[src/weighted_frequency_error_estimator_top_macros.svh]
// Assertion macros for the weighted frequency error estimator.
// Included by the top level; no other dependencies.
`ifndef WEIGHTED_FREQUENCY_ERROR_ESTIMATOR_TOP_MACROS_SVH
`define WEIGHTED_FREQUENCY_ERROR_ESTIMATOR_TOP_MACROS_SVH

// Same-cycle implication, disabled during reset.
`define WFEE_ASSERT_NOW(label, clk, rst_n, ante, cons) \
	label: assert property (@(posedge clk) disable iff (!rst_n) (ante) |-> (cons)) \
		else $error("assertion failed");

// Next-cycle implication, disabled during reset.
`define WFEE_ASSERT_NEXT(label, clk, rst_n, ante, cons) \
	label: assert property (@(posedge clk) disable iff (!rst_n) (ante) |=> (cons)) \
		else $error("assertion failed");

`endif

[src/wfee_pkg.sv]
// Shared types and constants for the weighted frequency error estimator.
// No dependencies.
package wfee_pkg;

	localparam int ACC_W      = 64;
	localparam int CNT_W      = 16;
	localparam int ERR_W      = 24;
	localparam int IC_W       = 16;
	localparam int W_W        = 2 * IC_W;
	localparam int PROD_W     = ERR_W + W_W + 1;
	localparam int DIV_CNT_W  = $clog2(ACC_W);
	localparam int CFG_IDX_W  = 1;
	localparam int CFG_DATA_W = 16;

	localparam logic OP_OBSERVE = 1'b0;
	localparam logic OP_CLEAR   = 1'b1;

	localparam logic MODE_ENDPOINT = 1'b0;
	localparam logic MODE_WEIGHTED = 1'b1;

	localparam logic [CFG_IDX_W-1:0] REG_MODE          = 1'b0;
	localparam logic [CFG_IDX_W-1:0] REG_MIN_INTERVALS = 1'b1;

	localparam logic [IC_W-1:0]  MIN_INTERVALS_RST = 16'd4;
	localparam logic [CNT_W-1:0] CNT_MAX           = '1;
	localparam logic [ERR_W-1:0] EST_POS_SAT       = 24'h7FFFFF;
	localparam logic [ERR_W-1:0] EST_NEG_SAT       = 24'h800000;

	typedef struct packed {
		logic                    opcode;
		logic [IC_W-1:0]         span_count;
		logic signed [ERR_W-1:0] error_ppb;
		logic                    window_done;
	} in_item_t;

	typedef struct packed {
		logic signed [ERR_W-1:0] estimate_ppb;
		logic [CNT_W-1:0]        observations;
	} out_item_t;

	typedef struct packed {
		logic busy;
		logic done;
	} div_stat_t;

endpackage

[src/wfee_div.sv]
// Unsigned 64-bit restoring divider, one quotient bit per cycle.
// Depends on wfee_pkg.
module wfee_div (
	input  logic                         clk,
	input  logic                         arst_n,
	input  logic                         start,
	input  logic [wfee_pkg::ACC_W-1:0]   dividend,
	input  logic [wfee_pkg::ACC_W-1:0]   divisor,
	output wfee_pkg::div_stat_t          stat,
	output logic [wfee_pkg::ACC_W-1:0]   quotient
);
	import wfee_pkg::*;

	logic [ACC_W-1:0]     rem_q;
	logic [ACC_W-1:0]     quo_q;
	logic [ACC_W-1:0]     dvs_q;
	logic [DIV_CNT_W-1:0] cnt_q;
	logic                 busy_q;
	logic                 done_q;
	logic [ACC_W:0]       trial;
	logic                 ge;

	// trial subtract of the shifted partial remainder
	assign trial = {rem_q, quo_q[ACC_W-1]} - {1'b0, dvs_q};
	assign ge    = !trial[ACC_W];

	always_ff @(posedge clk or negedge arst_n) begin
		if (!arst_n) begin
			busy_q <= 1'b0;
			done_q <= 1'b0;
			cnt_q  <= '0;
		end else begin
			done_q <= 1'b0;
			if (start) begin
				busy_q <= 1'b1;
				cnt_q  <= '0;
			end else if (busy_q) begin
				cnt_q <= cnt_q + 1'b1;
				if (cnt_q == DIV_CNT_W'(ACC_W - 1)) begin
					busy_q <= 1'b0;
					done_q <= 1'b1;
				end
			end
		end
	end

	always_ff @(posedge clk) begin
		if (start) begin
			rem_q <= '0;
			quo_q <= dividend;
			dvs_q <= divisor;
		end else if (busy_q) begin
			rem_q <= ge ? trial[ACC_W-1:0] : {rem_q[ACC_W-2:0], quo_q[ACC_W-1]};
			quo_q <= {quo_q[ACC_W-2:0], ge};
		end
	end

	assign stat.busy = busy_q;
	assign stat.done = done_q;
	assign quotient  = quo_q;

endmodule

[src/weighted_frequency_error_estimator_top.sv]
// Clear items and endpoint items without a result end at decode; an endpoint result goes
// straight to the output register, a weighted result through the bit-serial divider.
// Throughput: one item at a time; in_stall is high from acceptance until the item
// is finished, also while the output is stalled.
// Reset (arst_n low, asynchronous): accumulators and count zero, mode endpoint,
// min_intervals 4, no result pending. Depends on wfee_pkg, wfee_div and the macros header.
`include "weighted_frequency_error_estimator_top_macros.svh"

module weighted_frequency_error_estimator_top (
	input  logic                                clk,
	input  logic                                arst_n,
	// observation items
	input  logic                                in_valid,
	output logic                                in_stall,
	input  wfee_pkg::in_item_t                  in_item,
	// estimate items
	output logic                                out_valid,
	input  logic                                out_stall,
	output wfee_pkg::out_item_t                 out_item,
	// register writes
	input  logic                                cfg_valid,
	output logic                                cfg_ready,
	input  logic [wfee_pkg::CFG_IDX_W-1:0]      cfg_index,
	input  logic [wfee_pkg::CFG_DATA_W-1:0]     cfg_data
);
	import wfee_pkg::*;

	// Sequencer: decode, square, scale, accumulate, take magnitude, add the
	// rounding half, divide, then hand the result to the output register.
	localparam logic [2:0] ST_IDLE = 3'd0;
	localparam logic [2:0] ST_DEC  = 3'd1;
	localparam logic [2:0] ST_MUL  = 3'd2;
	localparam logic [2:0] ST_ACC  = 3'd3;
	localparam logic [2:0] ST_CHK  = 3'd4;
	localparam logic [2:0] ST_RND  = 3'd5;
	localparam logic [2:0] ST_DIV  = 3'd6;
	localparam logic [2:0] ST_OUT  = 3'd7;

	logic [2:0]         state_q;

	// configuration
	logic               mode_q;
	logic [IC_W-1:0]    min_intervals_q;

	// estimator state
	logic [ACC_W-1:0]   wacc_q;
	logic [ACC_W-1:0]   weight_q;
	logic [CNT_W-1:0]   obs_count_q;

	// captured item and working registers
	in_item_t           item_q;
	logic [W_W-1:0]     w_q;
	logic signed [PROD_W-1:0] prod_q;
	logic [ACC_W-1:0]   mag_q;
	logic               neg_q;
	out_item_t          res_q;
	out_item_t          out_q;
	logic               out_valid_q;

	// divider
	logic               div_start;
	logic [ACC_W-1:0]   div_quo;
	div_stat_t          div_stat;

	logic               in_acc;
	logic               out_load;
	logic               q_big;
	logic               q_sat;
	logic [ERR_W-1:0]   est;

	assign in_stall  = (state_q != ST_IDLE);
	assign in_acc    = in_valid && !in_stall;
	assign cfg_ready = (state_q == ST_IDLE);
	assign out_load  = (state_q == ST_OUT) && (!out_valid_q || !out_stall);
	assign div_start = (state_q == ST_RND);

	wfee_div u_div (
		.clk      (clk),
		.arst_n   (arst_n),
		.start    (div_start),
		.dividend (mag_q + (weight_q >> 1)),
		.divisor  (weight_q),
		.stat     (div_stat),
		.quotient (div_quo)
	);

	// Saturate the quotient magnitude to the 24-bit range, then apply the sign.
	assign q_big = |div_quo[ACC_W-1:ERR_W];
	assign q_sat = neg_q ? (q_big || (div_quo[ERR_W-1] && |div_quo[ERR_W-2:0]))
	                     : (q_big || div_quo[ERR_W-1]);
	always_comb begin
		if (neg_q) begin
			est = q_sat ? EST_NEG_SAT : -div_quo[ERR_W-1:0];
		end else begin
			est = q_sat ? EST_POS_SAT : div_quo[ERR_W-1:0];
		end
	end

	// control and estimator state
	always_ff @(posedge clk or negedge arst_n) begin
		if (!arst_n) begin
			state_q         <= ST_IDLE;
			mode_q          <= MODE_ENDPOINT;
			min_intervals_q <= MIN_INTERVALS_RST;
			wacc_q          <= '0;
			weight_q        <= '0;
			obs_count_q     <= '0;
			out_valid_q     <= 1'b0;
		end else begin
			if (cfg_valid && cfg_ready) begin
				unique case (cfg_index)
					REG_MODE:          mode_q          <= cfg_data[0];
					REG_MIN_INTERVALS: min_intervals_q <= cfg_data[IC_W-1:0];
				endcase
			end

			if (out_load) begin
				out_valid_q <= 1'b1;
			end else if (!out_stall) begin
				out_valid_q <= 1'b0;
			end

			unique case (state_q)
				ST_IDLE: begin
					if (in_acc) begin
						state_q <= ST_DEC;
					end
				end
				ST_DEC: begin
					if (item_q.opcode == OP_CLEAR) begin
						wacc_q      <= '0;
						weight_q    <= '0;
						obs_count_q <= '0;
						state_q     <= ST_IDLE;
					end else if (mode_q == MODE_ENDPOINT) begin
						if (item_q.window_done) begin
							obs_count_q <= CNT_W'(1);
							state_q     <= ST_OUT;
						end else begin
							state_q <= ST_IDLE;
						end
					end else if (item_q.span_count >= min_intervals_q) begin
						state_q <= ST_MUL;
					end else begin
						state_q <= ST_CHK;
					end
				end
				ST_MUL: state_q <= ST_ACC;
				ST_ACC: begin
					wacc_q   <= wacc_q + ACC_W'(prod_q);
					weight_q <= weight_q + ACC_W'(w_q);
					if (obs_count_q != CNT_MAX) begin
						obs_count_q <= obs_count_q + 1'b1;
					end
					state_q <= ST_CHK;
				end
				ST_CHK: begin
					// no estimate unless the window closes with some weight
					if (!item_q.window_done || weight_q == '0) begin
						state_q <= ST_IDLE;
					end else begin
						state_q <= ST_RND;
					end
				end
				ST_RND: state_q <= ST_DIV;
				ST_DIV: begin
					if (div_stat.done) begin
						state_q <= ST_OUT;
					end
				end
				ST_OUT: begin
					if (out_load) begin
						state_q <= ST_IDLE;
					end
				end
			endcase
		end
	end

	// datapath registers
	always_ff @(posedge clk) begin
		if (in_acc) begin
			item_q <= in_item;
		end
		if (state_q == ST_DEC) begin
			w_q <= W_W'(item_q.span_count) * W_W'(item_q.span_count);
			res_q.estimate_ppb <= item_q.error_ppb;
			res_q.observations <= CNT_W'(1);
		end
		if (state_q == ST_MUL) begin
			prod_q <= PROD_W'(item_q.error_ppb * $signed({1'b0, w_q}));
		end
		if (state_q == ST_CHK) begin
			neg_q <= wacc_q[ACC_W-1];
			mag_q <= wacc_q[ACC_W-1] ? -wacc_q : wacc_q;
		end
		if (state_q == ST_DIV && div_stat.done) begin
			res_q.estimate_ppb <= est;
			res_q.observations <= obs_count_q;
		end
		if (out_load) begin
			out_q <= res_q;
		end
	end

	assign out_valid = out_valid_q;
	assign out_item  = out_q;

	// divider finishes only while the sequencer waits on it
	`WFEE_ASSERT_NOW(a_div_done_in_div, clk, arst_n, div_stat.done, state_q == ST_DIV)
	// a clear item leaves all estimator state at zero
	`WFEE_ASSERT_NEXT(a_clear_zeroes, clk, arst_n,
		state_q == ST_DEC && item_q.opcode == OP_CLEAR,
		wacc_q == '0 && weight_q == '0 && obs_count_q == '0)
	// the observation count holds at its ceiling
	`WFEE_ASSERT_NEXT(a_count_sat, clk, arst_n,
		state_q == ST_ACC && obs_count_q == CNT_MAX, obs_count_q == CNT_MAX)

endmodule
[config.mk]
export PLATFORM = sky130hd
export DESIGN_NAME = weighted_frequency_error_estimator_top
export DESIGN_NICKNAME = d
export VERILOG_FILES = /design/src/wfee_pkg.sv /design/src/wfee_div.sv /design/src/weighted_frequency_error_estimator_top.sv
export VERILOG_INCLUDE_DIRS = /design/src /design/src/src
export SDC_FILE = /design/constraint.sdc
export NUM_CORES = 2
export LEC_CHECK = 0
export BUFFER_PORTS_ARGS = -buffer_cell sky130_fd_sc_hd__buf_4
export CORE_MARGIN = 3
export CORE_UTILIZATION = 48
export DETAILED_ROUTE_END_ITERATION = 12
export HOLD_SLACK_MARGIN = 0.03
export PLACE_DENSITY = 0.75
export SKIP_LAST_GASP = 1
export SYNTH_ARGS = -nofsm -noshare
export SYNTH_HDL_FRONTEND = slang
export SYNTH_HIERARCHICAL = 1
export SYNTH_SLANG_ARGS = --single-unit
[constraint.sdc]
create_clock -name clk -period 8.75 [get_ports clk]
set_clock_uncertainty 0.15 [all_clocks]
set_input_delay 1.75 -clock clk [delete_from_list [all_inputs] [get_ports clk]]
set_output_delay 1.75 -clock clk [all_outputs]
set_load 0.01 [all_outputs]
==> results.md <==
- Total gr overflow: 0
- Layout fillers: around 13000
- Die outline width: around 390 um
- Core area: 146000 um^2
- DP Area: roughly 74000 um^2
- Slew Limit Fails: 0
- Most used cell, CP: fa_1
- Worst Reg2Reg Path Length in Cells: 23
- Netlist Area Pre-Place: between 70000 and 80000 um^2
- Final setup fails: 0
- Register area: about 18000 um^2
- Final period utilization: 0.938
- Most common library cell in the layout ignoring fill and taps: inv_1
- Row cnt: 140
- Layout Area Growth over Synthesis: 7.88%
- Final Hold Fails: 0
- Fin crit period: about 8200 ps
- Hold buffer count at cts: 0
- Critical Path Start: item_q[9]
- Post-route ant nets: 0
- Wire length of the first global-routing pass: 327000 um
- Max clock buf depth: 3
- Post-synthesis average cell area: around 9.3 um^2
- Crit-path max FO: 27
- Slew @ Worst Pin: between 1000 and 1500 ps
- IO Pins: roughly 110
- Critical Path, Cell by Cell: and2_1 > fa_1 > fa_1 > inv_1 > fa_1 > fa_1 > inv_1 > fa_1 > fa_1 > inv_1 > fa_1 > inv_1 > ha_1 > and3_1 > and4_1 > o21ai_0 > nand3_1 > nand2_1 > o41ai_1 > a221oi_1 > o21ai_0 > a21boi_0 > xnor2_1
- Gr usage total: 0.274
- Critical path's largest stage delay: ~1000 ps
- Placer's final routability congestion estimate: around 0.96
- Total Wirelength: 208000 um
- Cell area after layout: approximately 77000 um^2
- Die area: 153000 um^2
- Unrepaired setup endpoints after global routing: false
- WL/cell: 21.7 um
- Vias in the first global route: roughly 57000
- R2r setup slk: ~540 ps
- Max-Cap Viols: 0
- Worst EP required: about 9000 ps
- Multi-input gate area: around 48000 um^2
- Kind of critical path: flop to flop
- Vias per inst: between 5 and 6
- Height of the die: slightly below 400 um
- Max Clock Freq: between 100 and 150 MHz
- Residual DRC: 0
- Layout Cells excl Fill: about 9600
- IO Port Bufs: between 100 and 150
- CP Capture Point: prod_q[49]
- RR Endpoint: prod_q[49]
- Slowest CP cell: edfxtp_1
- Initial antenna violation count: 10
- Largest net degree at the start of global routing: between 90 and 100
- Hold path start: res_q[37]
- Crit path capture type: flop
- Cts bufs inserted: between 70 and 80
- Starting density of the core: 0.486
- Post-cts gate resize count: 0
- H-Tree Depth: 3
- Crit path DAT: between 8000 and 9000 ps
- Reg clk slew, reported paths: ~60 ps
- Placed Cells: 9423
- Skew-Pair Late Insertion Delay: roughly 700 ps
- Hold/Removal Path Class: flop to flop
- First-pass DRT Iterations: 6
- Most frequent cells in the layout: 1060 x inv_1, 894 x nand2_1, 812 x fa_1, 562 x ha_1, 467 x and2_1
- Startpoint types: flop
- 1st-iter DRT viols: 4674
- Setup TNS: 0 ps
- Reg2reg start: item_q[9]
- DP Worst Slack: ~660 ps
- # clock sinks: 640
- Root Driver: clkbuf_16
- PnR worst setup slack: 539 ps
- Ys Warns: 6
- Normalized max-slew margin: 0.230
- # nets final: roughly 9000
- Post-DP HPWL: ~160000 um
- Share of cells above drive strength 1: 0.0691
- Mapped Cells: 7647
- TritonCTS clock tree: yes
- Via count: between 50000 and 60000
- Status: completed
through the flow:
stage	hold slack [ps]	utilization
detailed placement	255	0.505
CTS	267	0.524
global placement	252	0.505
global route	271	0.525
floorplan	250	-
finish	267	0.525
area by class of cell:
type                       instances  share of cell area
tap                             1917              0.0312
timing repair buffer             238              0.0236
inverter                        1063              0.0519
sequential                       640               0.231
clock buffer                      94              0.0274
clock inverter                    52             0.00932
antenna                            3           0.0000977
multi-input combinational       5569               0.626
state kept, by name, summed over array words and instances, names as in the netlist, 3 cells and up:
register	cells
mag_q	64
u_div/dvs_q	64
u_div/quotient	64
u_div/rem_q	64
wacc_q	64
weight_q	64
prod_q	57
item_q	42
out_item	40
res_q	40
w_q	31
min_intervals_q	16
obs_count_q	16
u_div/cnt_q	6
state_q	3
per-layer routing:
| layer | GRT usage | vias to the layer above | part of all wire |
|---|---|---|---|
| li1 | - | 25500 | - |
| met4 | 0.121 | 8 | 0.050 |
| met2 | 0.442 | 2215 | 0.46 |
| met1 | 0.360 | 27800 | 0.41 |
| met5 | 0 | - | 0.00022 |
| met3 | 0.0507 | 440 | 0.079 |
worst max-delay path: cells and delay by family, from the launching register on:
kind	cells	cell delay, ps
and+or+nand+nor	5	960
adders and majority gates	8	3840
AOI/OAI and AO/OA	5	1550
DFF	1	1030
xor gates and xnor gates	1	160
buffers and inverters	4	210
how the worst min path moves through the flow:
stage	endpoint	depth (start not counted)
2_1_floorplan	out_item[0]	0
3_3_place_gp	out_item[31]	0
3_5_place_dp	out_item[37]	0
4_1_cts	out_item[16]	0
5_1_grt	out_item[37]	0
6_report	out_item[37]	0
what timing repair did:
item / 4_1_cts / 5_1_grt
setup buffers: 0 / 4
setup endpoints to repair: 0 / 4
endpoints found under the hold margin: 0 / 0
Power is left out: the tool's default activity adds up to more than one toggle a clock period on the data nets, which glitch-free logic cannot reach.
